<file path="src/rtl/core/tgs_pkg.sv">
// Shared types, constants and helpers for the trilinear grid sampler.
// No dependencies.
`timescale 1ns / 1ps
package tgs_pkg;
  localparam int NX = 32;
  localparam int NY = 32;
  localparam int NZ = 32;
  localparam int CW = 8;
  localparam int WW = 17;
  localparam int IDX_W = 15;
  localparam int STORE_DEPTH = 2 ** IDX_W;
  localparam int DATA_W = 32;
  localparam int SP_W = 31;
  localparam int QBITS = CW + 16;
  localparam int DIV_BITS = 3;
  localparam int DIV_STEPS = QBITS / DIV_BITS;
  localparam int QDEPTH = 2;
  localparam int OFIFO_DEPTH = 4;
  localparam int CFG_IDX_W = 3;
  localparam int ACC_W = 88;

  localparam logic [WW-1:0] Q_ONE = WW'(65536);
  localparam logic [SP_W-1:0] SP_RESET = SP_W'(65536);

  localparam logic OP_WRITE = 1'b0;
  localparam logic OP_QUERY = 1'b1;

  localparam logic [CFG_IDX_W-1:0] REG_ORIGIN_X = 3'd0;
  localparam logic [CFG_IDX_W-1:0] REG_ORIGIN_Y = 3'd1;
  localparam logic [CFG_IDX_W-1:0] REG_ORIGIN_Z = 3'd2;
  localparam logic [CFG_IDX_W-1:0] REG_SPACING_X = 3'd3;
  localparam logic [CFG_IDX_W-1:0] REG_SPACING_Y = 3'd4;
  localparam logic [CFG_IDX_W-1:0] REG_SPACING_Z = 3'd5;

  typedef struct packed {
    logic [CW-1:0] lo;
    logic [WW-1:0] w;
  } axis_t;

  typedef struct packed {
    logic op;
    logic [IDX_W-1:0] idx;
    logic [DATA_W-1:0] value;
    axis_t ax;
    axis_t ay;
    axis_t az;
  } item_t;

  function automatic int grid_dim(input int a);
    int n;
    case (a)
      0: n = NX;
      1: n = NY;
      default: n = NZ;
    endcase
    return n;
  endfunction

  function automatic logic [IDX_W-1:0] corner_index(input logic [CW-1:0] x,
                                                   input logic [CW-1:0] y,
                                                   input logic [CW-1:0] z);
    logic [31:0] t;
    t = 32'(x) + 32'(NX) * (32'(y) + 32'(NY) * 32'(z));
    return t[IDX_W-1:0];
  endfunction
endpackage

</file>
<file path="src/rtl/core/tgs_queue.sv">
// Short FIFO of decoded transactions between front end and back end.
// Depends on tgs_pkg.
`timescale 1ns / 1ps
module tgs_queue
  import tgs_pkg::*;
(
  input  logic clk,
  input  logic rst,
  input  logic in_valid,
  output logic in_ready,
  input  item_t in_item,
  output logic out_valid,
  input  logic out_ready,
  output item_t out_item
);
  localparam int PW = $clog2(QDEPTH);

  item_t mem [QDEPTH];
  logic [PW-1:0] wp, rp;
  logic [PW:0] count;
  logic push, pop;

  assign in_ready = (count != (PW+1)'(QDEPTH));
  assign out_valid = (count != '0);
  assign push = in_valid && in_ready;
  assign pop = out_valid && out_ready;
  assign out_item = mem[rp];

  always_ff @(posedge clk) begin
    if (rst) begin
      wp <= '0;
      rp <= '0;
      count <= '0;
    end else begin
      if (push) wp <= wp + 1'b1;
      if (pop) rp <= rp + 1'b1;
      count <= count + (PW+1)'(push) - (PW+1)'(pop);
    end
  end

  always_ff @(posedge clk) begin
    if (push) mem[wp] <= in_item;
  end
endmodule

</file>
<file path="config.mk">
export PLATFORM = sky130hd
export DESIGN_NAME = tgs_queue
export DESIGN_NICKNAME = d
export VERILOG_FILES = /design/src/rtl/core/tgs_pkg.sv /design/src/rtl/core/tgs_queue.sv
export SDC_FILE = /design/constraint.sdc
export NUM_CORES = 1
export LEC_CHECK = 0
export ABC_CLOCK_PERIOD_IN_PS = 5600
export BUFFER_PORTS_ARGS = -buffer_cell sky130_fd_sc_hd__buf_2
export CORE_UTILIZATION = 52
export CTS_CLUSTER_SIZE = 20
export DETAILED_ROUTE_END_ITERATION = 16
export PLACE_DENSITY = 0.84
export SETUP_SLACK_MARGIN = 0.15
export SYNTH_ARGS = -nofsm -noshare
export SYNTH_HDL_FRONTEND = slang
export SYNTH_SLANG_ARGS = --single-unit
</file>
<file path="constraint.sdc">
create_clock -name clk -period 5.6 [get_ports clk]
set_input_delay 0.84 -clock clk [delete_from_list [all_inputs] [get_ports clk]]
set_output_delay 0.84 -clock clk [all_outputs]
set_load 0.005 [all_outputs]
</file>
# --- Word-level counts from Yosys, hierarchy flattened ---
# Memories as Yosys holds them, arrays and structs flattened. A register that Yosys moved wholly into a read port is not among the register bits.
# Cells that the tools add are included.
op_classes:
  n_addsub: 4
  eq_ne: 1
  n_mux: 4
  n_reduce_logical: 3
ops:
  columns: ["op", "count"]
  rows:
  - ["$mux W1", 4]
  - ["$add A1 B1 Y1 const B", 2]
  - ["$add A2 B1 Y2", 1]
  - ["$logic_and A1 B1 Y1", 2]
  - ["$ne A2 B2 Y1 const B", 1]
  - ["$reduce_bool A2 Y1", 1]
  - ["$sub A2 B1 Y2", 1]
totals:
  reg_bits: 4
  ram_bits: 246
  in_bits: 127
  wordCells: 16
  mem_count: 1
memory_table:
  columns: ["memory", "depth", "width", "rd", "rd_ports_with_merged_regs", "wr", "line", "text"]
  rows:
  - ["mem", 2, 123, 1, 1, 1, "tgs_queue.sv:18", "item_t mem [QDEPTH];"]

# --- Longest topological paths before layout ---
logic_depth:
  depth_word: 4
  mapped_depth: 6
  ltp_nobuf: 6

# --- Worst setup path before layout ---
# No wires, ideal clock.
synth_timing:
  path_type: "in2reg"
  startpoint: "in in_valid"
  endpoint: "mem mem[1][0] in the netlist's numbering, enable pin"
  setup_time_ns: 0.497
  arrival_time_ns: 3.724
  setup_slack_ns: 1.379
  stages: 1
  path_buffers: 0
  path_cell_list: "and3_1"
synth_via:
  elab_chain_cells: 3
synth_lines:
  columns: ["element", "line", "text"]
  rows:
  - ["start, declared", "tgs_queue.sv:9", "input logic in_valid,"]
  - ["$logic_and A1 B1 Y1", "tgs_queue.sv:25", "assign push = in_valid && in_ready;"]
  - ["$mux W1", "tgs_queue.sv:42", "if (push) mem[wp] <= in_item;"]
  - ["$mux W1 (not written as such)", "tgs_queue.sv:42", null]
  - ["end, declared", "tgs_queue.sv:18", null]
# No other way between the ends.

==> impl_metrics.env <==
export IMPL_run_status="finished, final reports clean"
export IMPL_netlist_instances=412
export IMPL_clock_latency_ns=0.50
export IMPL_hold_viol=0
export IMPL_cts_hold_buf=0
export IMPL_cts_buffers=25
export IMPL_max_clock_path_buffers=3
export IMPL_first_global_vias=5013
export IMPL_seqCellArea_sq_mm=0.007491
export IMPL_hold_depth=1
export IMPL_syn_num_nets=540
export IMPL_synth_edf_count=246
export IMPL_rrSetupSlack_ns=2.88
export IMPL_area_growth_pct=23.21
export IMPL_die_w_microns=136.6
export IMPL_multiInputGateArea_sq_mm=0.001805
export IMPL_worst_path_max_fanout=66
export IMPL_cp_endpoint="out_item[37]"
export IMPL_critPathKind="flip-flop to output pin"
export IMPL_synth_main_ff_cell="edfxtp_1"
export IMPL_wirelength_mm=17.31
export IMPL_timing_rr_start="count[0]$_SDFF_PP0_"
export IMPL_finalMaxSlewViolations=0
export IMPL_clock_root_buffer="clkbuf_16"
export IMPL_grt_overflow=0
export IMPL_yosysSeqAreaShare_pct=79.47
export IMPL_yosys_warnings=0
export IMPL_gp_congestion=0.7278
export IMPL_nets=807
export IMPL_ys_async_sr_fraction_pct=0
export IMPL_die_area_sq_mm=0.01866
export IMPL_ys_types=24
export IMPL_cap_violations=0
export IMPL_io_pins=252
export IMPL_drtIter0Drc=221
export IMPL_grt_max_degree=88
export IMPL_core_sq_mm=0.01748
export IMPL_setup_viol=0
export IMPL_grt_pass1_wl_mm=25.45
export IMPL_num_rows=48
export IMPL_relSlewSlack_pct=22.15
export IMPL_dieHeight_microns=136.6
export IMPL_finClkSkew_ns=0.008535
export IMPL_place_ws_ns=2.576
export IMPL_groute_usage_overall_pct=18.01
export IMPL_required_ns=4.76
export IMPL_synth_top_area_cell="edfxtp_1"
export IMPL_antenna_found_initial=1
export IMPL_cts_resized=0
export IMPL_viasPerCell=5.112
export IMPL_cp_start_kind="flip-flop"
export IMPL_ys_ff_latch=251
export IMPL_synth_most_common_cell="edfxtp_1"
export IMPL_r2r_cells=4
export IMPL_final_min_clock_period_ns=3.408
export IMPL_hp_class="input port to flip-flop"
export IMPL_cts_tree="yes"
export IMPL_post_cts_buffers=0
export IMPL_yosys_top_cells_area="edfxtp_1 (78%), mux2_4 (11%), mux2_2 (6.3%)"
export IMPL_netlist_area_sq_mm=0.009422
export IMPL_fin_crit_sh_pct=60.86
export IMPL_setup_ws_ns=2.192
export IMPL_drtPass1Iterations=4
export IMPL_io_buffers=251
export IMPL_cts_reportedPaths_clkPinSlew_ns=0.06
export IMPL_vias=4703
export IMPL_fmax_mhz=293.4
export IMPL_yosys_top_cells_count="edfxtp_1 (246), mux2_4 (70), mux2_2 (53), buf_6 (8)"
export IMPL_ir_drop_mv=0.4038
export IMPL_antenna_cells=0
export IMPL_hpwl_mm=11.44
export IMPL_start_util_pct=53.91
export IMPL_p_leak_uw=0.004467
export IMPL_drive_above_1_share_pct=59.28
export IMPL_ant_nets=0
export IMPL_clock_sinks=251
export IMPL_crit_arrival_ns=2.57
export IMPL_yosys_area_top_type_share_pct=78.41
export IMPL_syn_avg_cell_area_sq_um=22.87
export IMPL_final_util_pct=66.42
export IMPL_rsz0062_at_grt="no"
export IMPL_nFillCells=1157
export IMPL_r2r_end="mem[0][83]$_DFFE_PP_"
export IMPL_endpoint_kind="output pin"
export IMPL_setup_tns_final_ns=0
export IMPL_p_per_area_mw_per_mm2=415.1
export IMPL_htree_num_levels=1
export IMPL_worst_pin_slew_ns=1.168
export IMPL_drc=0
export IMPL_post_drt_wl_per_cell_microns=18.81
[per-layer routing]
metal	GRT usage [%]	wire (microns)
met5	0	13
met4	6.173	502
met3	4.481	1306
met2	32.04	8968
met1	21.21	6516
[flip-flops by register name, summed over array words and instances (netlist names), named ones only]
| signal | flops |
|---|---|
| wp | 1 |
| mem | 246 |
| count | 2 |
| rp | 1 |
[layout make-up]
type / count / share of cell area, %
timing repair buffer: 254 / 11.12
multi-input combinational: 146 / 15.55
clock buffer: 38 / 5.896
tap: 225 / 2.425
clock inverter: 5 / 0.4204
sequential: 251 / 64.53
inverter: 1 / 0.05389
[through the flow]
stage	hold slack (ns)	total power, uW	instance area [sq um]	std cells
after floorplan	0.4725	3018	9422	412
after global placement	0.4868	3323	10880	877
after detailed placement	0.5417	3363	10880	877
after CTS	0.5028	4870	11610	920
after global routing	0.5071	5019	11610	920
final	0.5223	4819	11610	920
[placed cells by master, fill, tap and decap left out, drive strengths merged]
master  instances
a211oi          1
a21bo           2
a21oi           1
a32oi           1
and3            1
buf           254
bufinv          1
clkbuf         38
clkinv          4
dfxtp           5
edfxtp        246
ha              1
inv             1
mux2          124
nand2b          1
nand3           1
nand3b          1
nor2            5
nor2b           3
o21ai           2
or2             1
xor2            1
[power by group]
| group | leakage, uW | internal, uW | switching (uW) |
|---|---|---|---|
| registers | 0.00234 | 2290 | 108 |
| clock network | 0.000357 | 882 | 621 |
| logic | 0.00177 | 524 | 395 |
| total | 0.00447 | 3690 | 1120 |
[how the worst min path moves through the flow]
stage                         start               endpoint  slack (ns)
finish                 in_item[119]  mem[1][119]$_DFFE_PP_        0.52
detailed placement  rp$_SDFFE_PP0P_              flip-flop        0.54
global placement    rp$_SDFFE_PP0P_        rp$_SDFFE_PP0P_        0.49
floorplan           rp$_SDFFE_PP0P_              flip-flop        0.47
CTS                    in_item[119]  mem[0][119]$_DFFE_PP_        0.50
global route           in_item[119]  mem[1][119]$_DFFE_PP_        0.51
[worst max-delay path, cell delays in order (launching register included)]
cell	delay (ns)
dfxtp_4	0.94
buf_12	0.45
mux2_2	0.40
buf_2	0.14
[cell families (layout without fill, tap and decap cells)]
logic type / count (synthesis) / after routing / synth area share (%)
buffers and inverters: 15 / 298 / 1.421
DFF: 251 / 251 / 79.47
xor gates and xnor gates: 1 / 1 / 0.09298
AOI/OAI and AO/OA: 7 / 7 / 0.5445
muxes: 124 / 124 / 17.61
and+or+nand+nor: 13 / 13 / 0.7306
adders and majority gates: 1 / 1 / 0.1328
No activity file was read; power rests on OpenSTA's default activity.
