===== src/rtl/core/tgs_pkg.sv =====
// Shared types, constants and helpers for the trilinear grid sampler.
// No dependencies.
`timescale 1ns / 1ps
package tgs_pkg;
  localparam int NX = 32;
  localparam int NY = 32;
  localparam int NZ = 32;
  localparam int CW = 8;
  localparam int WW = 17;
  localparam int IDX_W = 15;
  localparam int STORE_DEPTH = 2 ** IDX_W;
  localparam int DATA_W = 32;
  localparam int SP_W = 31;
  localparam int QBITS = CW + 16;
  localparam int DIV_BITS = 3;
  localparam int DIV_STEPS = QBITS / DIV_BITS;
  localparam int QDEPTH = 2;
  localparam int OFIFO_DEPTH = 4;
  localparam int CFG_IDX_W = 3;
  localparam int ACC_W = 88;

  localparam logic [WW-1:0] Q_ONE = WW'(65536);
  localparam logic [SP_W-1:0] SP_RESET = SP_W'(65536);

  localparam logic OP_WRITE = 1'b0;
  localparam logic OP_QUERY = 1'b1;

  localparam logic [CFG_IDX_W-1:0] REG_ORIGIN_X = 3'd0;
  localparam logic [CFG_IDX_W-1:0] REG_ORIGIN_Y = 3'd1;
  localparam logic [CFG_IDX_W-1:0] REG_ORIGIN_Z = 3'd2;
  localparam logic [CFG_IDX_W-1:0] REG_SPACING_X = 3'd3;
  localparam logic [CFG_IDX_W-1:0] REG_SPACING_Y = 3'd4;
  localparam logic [CFG_IDX_W-1:0] REG_SPACING_Z = 3'd5;

  typedef struct packed {
    logic [CW-1:0] lo;
    logic [WW-1:0] w;
  } axis_t;

  typedef struct packed {
    logic op;
    logic [IDX_W-1:0] idx;
    logic [DATA_W-1:0] value;
    axis_t ax;
    axis_t ay;
    axis_t az;
  } item_t;

  function automatic int grid_dim(input int a);
    int n;
    case (a)
      0: n = NX;
      1: n = NY;
      default: n = NZ;
    endcase
    return n;
  endfunction

  function automatic logic [IDX_W-1:0] corner_index(input logic [CW-1:0] x,
                                                   input logic [CW-1:0] y,
                                                   input logic [CW-1:0] z);
    logic [31:0] t;
    t = 32'(x) + 32'(NX) * (32'(y) + 32'(NY) * 32'(z));
    return t[IDX_W-1:0];
  endfunction
endpackage


===== src/rtl/core/tgs_front.sv =====
// Front end: takes input transactions, maps query points to grid cells.
// Radix-8 restoring divider per axis; depends on tgs_pkg.
`timescale 1ns / 1ps
module tgs_front
  import tgs_pkg::*;
(
  input  logic clk,
  input  logic rst,
  input  logic in_valid,
  output logic in_ready,
  input  logic in_op,
  input  logic [IDX_W-1:0] in_idx,
  input  logic [DATA_W-1:0] in_value,
  input  logic [2:0][DATA_W-1:0] in_pt,
  input  logic [2:0][DATA_W-1:0] origin,
  input  logic [2:0][SP_W-1:0] spacing,
  output logic out_valid,
  input  logic out_ready,
  output item_t out_item
);
  localparam int CNT_W = $clog2(DIV_STEPS);

  logic busy, done;
  logic [CNT_W-1:0] cnt;
  logic op;
  logic [IDX_W-1:0] idx;
  logic [DATA_W-1:0] value;
  logic [2:0] neg, clamp;
  logic [2:0][SP_W-1:0] s;
  logic [2:0][SP_W-1:0] rem, rem_next;
  logic [2:0][QBITS-1:0] low, low_next;
  logic [2:0][QBITS-1:0] q, q_next;
  logic [2:0][DATA_W:0] d;
  logic [2:0][SP_W-1:0] s_in;
  logic [2:0] clamp_in;
  logic accept, pop;
  axis_t [2:0] ax;

  assign pop = out_valid && out_ready;
  assign in_ready = !busy || (done && out_ready);
  assign accept = in_valid && in_ready;
  assign out_valid = busy && done;

  always_comb begin
    logic [38:0] lim;
    for (int a = 0; a < 3; a++) begin
      d[a] = {in_pt[a][DATA_W-1], in_pt[a]} - {origin[a][DATA_W-1], origin[a]};
      s_in[a] = (spacing[a] == '0) ? SP_W'(1) : spacing[a];
      lim = 39'(grid_dim(a) - 1) * 39'(s_in[a]);
      clamp_in[a] = !d[a][DATA_W] && ({7'b0, d[a][DATA_W-1:0]} >= lim);
    end
  end

  always_comb begin
    logic [SP_W:0] r2;
    rem_next = rem;
    low_next = low;
    q_next = q;
    for (int a = 0; a < 3; a++) begin
      for (int j = 0; j < DIV_BITS; j++) begin
        r2 = {rem_next[a], low_next[a][QBITS-1]};
        low_next[a] = {low_next[a][QBITS-2:0], 1'b0};
        if (r2 >= {1'b0, s[a]}) begin
          r2 = r2 - {1'b0, s[a]};
          q_next[a] = {q_next[a][QBITS-2:0], 1'b1};
        end else begin
          q_next[a] = {q_next[a][QBITS-2:0], 1'b0};
        end
        rem_next[a] = r2[SP_W-1:0];
      end
    end
  end

  always_ff @(posedge clk) begin
    if (rst) begin
      busy <= 1'b0;
      done <= 1'b0;
      cnt <= '0;
    end else if (accept) begin
      busy <= 1'b1;
      done <= (in_op == OP_WRITE);
      cnt <= '0;
    end else if (pop) begin
      busy <= 1'b0;
      done <= 1'b0;
    end else if (busy && !done) begin
      cnt <= cnt + 1'b1;
      if (cnt == CNT_W'(DIV_STEPS - 1)) begin
        done <= 1'b1;
      end
    end
  end

  always_ff @(posedge clk) begin
    if (accept) begin
      op <= in_op;
      idx <= in_idx;
      value <= in_value;
      for (int a = 0; a < 3; a++) begin
        neg[a] <= d[a][DATA_W];
        clamp[a] <= clamp_in[a];
        s[a] <= s_in[a];
        rem[a] <= SP_W'(d[a][DATA_W-1:8]);
        low[a] <= {d[a][7:0], 16'h0};
        q[a] <= '0;
      end
    end else if (busy && !done) begin
      rem <= rem_next;
      low <= low_next;
      q <= q_next;
    end
  end

  always_comb begin
    for (int a = 0; a < 3; a++) begin
      if (neg[a]) begin
        ax[a].lo = '0;
        ax[a].w = '0;
      end else if (clamp[a]) begin
        ax[a].lo = CW'(grid_dim(a) - 2);
        ax[a].w = Q_ONE;
      end else begin
        ax[a].lo = q[a][QBITS-1:16];
        ax[a].w = {1'b0, q[a][15:0]};
      end
    end
  end

  assign out_item = '{op: op, idx: idx, value: value, ax: ax[0], ay: ax[1], az: ax[2]};
endmodule


===== config.mk =====
export PLATFORM = sky130hd
export DESIGN_NAME = tgs_front
export DESIGN_NICKNAME = d
export VERILOG_FILES = /design/src/rtl/core/tgs_pkg.sv /design/src/rtl/core/tgs_front.sv
export SDC_FILE = /design/constraint.sdc
export NUM_CORES = 2
export LEC_CHECK = 0
export BUFFER_PORTS_ARGS = -buffer_cell sky130_fd_sc_hd__buf_2
export CORE_MARGIN = 5
export CORE_UTILIZATION = 54
export CTS_CLUSTER_SIZE = 16
export DETAILED_ROUTE_END_ITERATION = 7
export PLACE_DENSITY = 0.74
export SETUP_SLACK_MARGIN = 0.05
export SYNTH_ARGS = -nofsm -noshare
export SYNTH_HDL_FRONTEND = slang
export SYNTH_SLANG_ARGS = --single-unit

===== constraint.sdc =====
create_clock -name clk -period 15.5 [get_ports clk]
set_input_delay 3.875 -clock clk [delete_from_list [all_inputs] [get_ports clk]]
set_output_delay 3.875 -clock clk [all_outputs]
set_load 0.03 [all_outputs]

## After elaboration in Yosys (flattened, before gate mapping)

Cells that the tools add are included.

| word-level totals | value |
|---|---|
| register bits | 341 |
| output and inout bits | 125 |

| cells by class | value |
|---|---|
| $add $sub $neg | 16 |
| multiply operators | 3 |
| order comparisons | 12 |
| eq/ne operators | 1 |
| muxes and demuxes | 43 |
| bitwise logic cells | 2 |
| reduce and logical (&&, ||, !) cells | 24 |

Operators by type and width:

| cell | count |
|---|---|
| $mux W31 | 12 |
| $ge A32 B31 Y1 | 9 |
| $sub A31 B31 Y31 | 9 |
| $mux W86 | 2 |
| $mux W25 | 6 |
| $mux W72 | 2 |
| $ge A32 B36 Y1 | 3 |
| $mul A5 B31 Y36 const A | 3 |
| $sub A32 B32 Y33 | 3 |
| $logic_not A31 Y1 | 3 |
| $mux W8 | 6 |
| $sub A8 B3 Y8 const B | 3 |
| $mux W1 | 15 |
| $logic_and A1 B1 Y1 | 8 |
| $reduce_bool A3 Y1 | 2 |
| $logic_not A1 Y1 | 5 |
| $reduce_and A2 Y1 | 2 |
| $reduce_bool A2 Y1 | 2 |
| $add A3 B1 Y3 const B | 1 |
| $eq A3 B3 Y1 const B | 1 |
| $not A1 Y1 | 2 |
| $reduce_or A2 Y1 | 1 |
| $logic_or A1 B1 Y1 | 1 |

## Longest topological paths before layout

| depth | value |
|---|---|
| word-level depth | 8 |
| gate-level depth with buffers | 42 |
| depth with buffers taken out | 36 |

## Worst setup path before layout

No wires, ideal clock.

| timing path | value |
|---|---|
| path type | input to register |
| from | in spacing[62] in the netlist's numbering |
| to | reg clamp[2], data pin |
| setup time | 0.132 ns |
| arrival time | 9.931 ns |
| setup slack | 5.437 ns |
| stages on the path | 32 |
| path buffers | 0 |
| cells stage by stage | nor4_1 nand4_1 nor2_1 or2_2 inv_1 fa_1 inv_1 fa_1 inv_1 fa_1 inv_1 ha_1 o211ai_1 o211ai_1 a211oi_1 o21a_1 o21ai_0 a211o_1 a21o_1 a21oi_1 xor2_1 ha_1 nand4_1 or2_2 nor3_1 nor2_1 a2111oi_0 nor3_1 a31oi_1 o21ai_0 nor3_1 and3_1 |

RTL lines:

| item | RTL line | RTL |
|---|---|---|
| from (decl) | tgs_front.sv:16 | `input logic [2:0][SP_W-1:0] spacing,` |
| to (signal, indexed assignment) | tgs_front.sv:101 | `clamp[a] <= clamp_in[a];` |
| to (decl) | tgs_front.sv:28 | `logic [2:0] neg, clamp;` |

## Final worst setup path

| timing path | value |
|---|---|
| from | reg s[31] in the netlist's numbering |
| to | reg rem[36] in the netlist's numbering, data pin |

| between the ends | value |
|---|---|
| word-level cells in the longest chain between the ends | 8 |
| elaborated cells between the ends (all ways) | 11 |
| those cells by class | 3 x add/sub; 3 x order compare; 5 x mux |

RTL lines:

| item | RTL line | RTL |
|---|---|---|
| from (decl) | tgs_front.sv:29 | `logic [2:0][SP_W-1:0] s;` |
| from (signal, indexed assignment) | tgs_front.sv:102 | `s[a] <= s_in[a];` |
| $sub A31 B31 Y31 / $ge A32 B31 Y1 (equally long branches) | tgs_front.sv:64, tgs_front.sv:63 |  |
| $mux W31 | tgs_front.sv:63 | `if (r2 >= {1'b0, s[a]}) begin` |
| $sub A31 B31 Y31 / $ge A32 B31 Y1 (equally long branches) | tgs_front.sv:64, tgs_front.sv:63 |  |
| $mux W31 | tgs_front.sv:63 |  |
| $sub A31 B31 Y31 / $ge A32 B31 Y1 (equally long branches) | tgs_front.sv:64, tgs_front.sv:63 |  |
| $mux W31 (*) | tgs_front.sv:63 |  |
| $mux W86 (*) | tgs_front.sv:107 | `end else if (busy && !done) begin` |
| $mux W86 (*) | tgs_front.sv:95 | `if (accept) begin` |
| to (signal, indexed assignment) | tgs_front.sv:103 | `rem[a] <= SP_W'(d[a][DATA_W-1:8]);` |
| to (signal assigned) | tgs_front.sv:108 | `rem <= rem_next;` |
| to (decl) | tgs_front.sv:30 | `logic [2:0][SP_W-1:0] rem, rem_next;` |

Mark *: on every way between the ends. The rest lies on a longest branch, timed or not. The select of a mux whose other input is x is not followed.
A chain may end at the register's enable or synchronous reset.

==> impl_metrics.yaml <==
synthesis:
  synth_edf_count: 243
  ys_ff_latch: 341
  avgSynthCellArea_sq_um: 8.462
  yosysSeqAreaShare: 0.1932
  async_reset_ff_frac: 0
  syn-num-nets: 6871
  synthTopCellsByArea: "ha_1 16%, edfxtp_1 15%, fa_1 11%, xnor2_1 4.6%, inv_1 4.4%"
  yosys_warnings: 0
  synth_top_cell_area_share: 0.1572
  syn_inst: 5662
  synthFlopType: "edfxtp_1"
  synth_area_sq_mm: 0.04791
  synth_top_area_cell: "ha_1"
  yosysUniqueCellTypes: 93
placed_design:
  port_buffers: 461
  gp_congestion: 0.9750
  post-dp-hpwl_um: 117500
floorplanning:
  core_area_sq_mm: 0.08824
  row_count: 109
  die-width_um: 307.9
  die_y_um: 307.9
  initial_utilization: 0.5430
  io-pin-count: 462
  die-area_sq_mm: 0.09479
critical_path:
  crit_start: "s[31]"
  slowest_stage: "nand2_2"
  ff2ff_setup_slack_ns: 4.57
  regToRegEndpoint: "rem[36]"
  worstPathRequired_ns: 15.85
  path_max_fanout: 37
  r2r_start: "s[31]"
  crit_path_start_kind: "flop"
  path_class: "reg2reg"
  cpMostUsedCell: "buf_4"
  crit_arrival_ns: 11.28
  cp_slowest_stage_delay_ns: 0.60
  reg2reg_depth: 35
  worst_setup_path_end_kind: "flop"
flow_run:
  maxCapViolCount: 0
clocking:
  clockRootBuffer: "clkbuf_16"
  clkTransAtPathRegs_ns: 0.06
  clock_insertion_delay_worst_skew_ns: 0.63
  numCtsBuffers: 45
  cts.htree.levels: 2
  ctsHoldBuffers: 0
  cts.sinks: 341
  cts_setup_buffers: 0
  cts_tree: "built"
  cts.path.max_buffers: 3
  post_cts_resize_count: 0
drt:
  vias: 43070
  drc: 0
  routed_wl_um: 143700
  drt-wirelength-per-cell_um: 19.99
  drt_iter0_markers: 3582
  vias_per_cell: 5.994
  firstDrtPassIters: 6
  ant_nets: 0
sta:
  max_freq_mhz: 91.51
  finalHoldViolCount: 0
  skew_ns: 0.01566
  finalSetupViolations: 0
  fin_crit_sh: 0.7050
  worst_pin_slew_ns: 1.104
  fin_tns_setup_ns: 0
  slew_headroom: 0.2641
  period_needed_ns: 10.93
  rsz0062_at_grt: "no"
  slew_violations: 0
final_layout:
  syn_to_final_growth_pct: 9.746
  nNetsFinal: 7188
  drive_gt1_frac: 0.1154
  fill_cells: 7813
min_path:
  min_to: "q[23]"
  hold_class: "reg2reg"
  hold_path_depth: 2
  min_from: "q[23]"
global_route:
  grt_pass1_wl_um: 226000
  track_usage: 0.2932
  overflow: 0
  antenna_found_initial: 6
  grt_pass1_vias: 42360
  grt_max_degree: 90
run_status:
  status: "complete, no violations"
==> worst max-delay path by stage <==
stage               endpoint  slack, ns  depth (start not counted)
finish               rem[36]       4.57                         35
global route         rem[35]       4.02                         36
CTS                 clamp[2]       4.68                         32
detailed placement  clamp[2]       4.00                         32
global placement    clamp[2]       4.13                         33
floorplan           clamp[2]       5.44                         32
==> cell usage in the layout, fill, tap and decap left out, types with 98 or more instances in the layout <==
cell type / count
ha_1: 602
a21o_1: 195
o21ai_0: 373
nor2_1: 303
xnor2_1: 250
dfxtp_1: 98
nand2_1: 540
edfxtp_1: 243
inv_1: 558
fa_1: 270
buf_2: 461
a21oi_1: 380
nand3_1: 113
xor2_1: 140
==> cell families (layout without fill, tap and decap cells) <==
| kind of cell | after synthesis | count (layout) | share of synthesized area |
|---|---|---|---|
| AO/OA/AOI/OAI | 1613 | 1613 | 0.2167 |
| AND/OR/NAND/NOR | 1501 | 1501 | 0.1485 |
| adder cells (fa/ha/maj) | 872 | 872 | 0.2700 |
| buffers and inverters | 774 | 1128 | 0.06228 |
| XOR/XNOR | 390 | 390 | 0.07129 |
| flip-flops | 341 | 341 | 0.1932 |
| multiplexers | 171 | 171 | 0.03805 |
| other | 0 | 5 | 0 |
==> flip-flops by register name, summed over array words and instances, names as in the netlist <==
name,flops
value,32
idx,15
s,93
busy,1
cnt,3
clamp,3
low,24
rem,93
op,1
neg,3
done,1
q,72
==> synth_stat cells, types with 66 or more instances <==
master,instances
a21o_1,195
a21oi_1,380
and2_1,92
clkbuf_1,182
dfxtp_1,98
edfxtp_1,243
fa_1,270
ha_1,602
inv_1,559
mux2_2,75
mux2i_1,93
nand2_1,541
nand3_1,113
nor2_1,305
nor2b_1,66
nor3_1,82
o21a_1,92
o21ai_0,374
o21bai_1,68
xnor2_1,250
xor2_1,140
==> stage by stage <==
stage / instance area (sq um) / hold slack, ns / util / std cells / worst slack (ns)
final: 52580 / 0.4515 / 0.5959 / 7186 / 4.572
after CTS: 52570 / 0.4570 / 0.5958 / 7181 / 4.677
after floorplan: 47910 / 0.4314 / - / 5662 / 5.437
after detailed placement: 51020 / 0.4465 / 0.5782 / 7097 / 4.004
after global placement: 51020 / 0.4417 / 0.5782 / 7097 / 4.132
after global routing: 52570 / 0.4790 / 0.5958 / 7182 / 4.022
==> worst max-delay path, delay by kind of cell (launching register included) <==
family	cells	cell delay [ns]
compound gates	19	5.02
fa+ha+maj	4	1.27
buf+inv	5	1.10
flops	1	0.45
mux	3	1.33
simple gates	4	1.44
==> layout make-up <==
| type | instances | area, sq um | share of cell area |
|---|---|---|---|
| sequential | 341 | 9259 | 0.1761 |
| multi-input combinational | 4547 | 35720 | 0.6793 |
| clock inverter | 23 | 217.7 | 0.004140 |
| clock buffer | 61 | 1333 | 0.02534 |
| tap | 1165 | 1458 | 0.02772 |
| timing repair buffer | 482 | 2465 | 0.04688 |
| inverter | 562 | 2120 | 0.04031 |
| antenna | 5 | 12.51 | 0.0002379 |
==> per-layer routing <==
layer | GRT usage | part of all wire | up-vias
met4 | 0.1024 | 0.039 | 2
li1 | - | - | 20820
met2 | 0.4978 | 0.47 | 1539
met1 | 0.3855 | 0.43 | 20430
met3 | 0.04072 | 0.066 | 283
met5 | 0 | 0.000090 | -
Power is not shown: default switching activity piles up to over one toggle a cycle in this logic, so the estimate is an artifact.
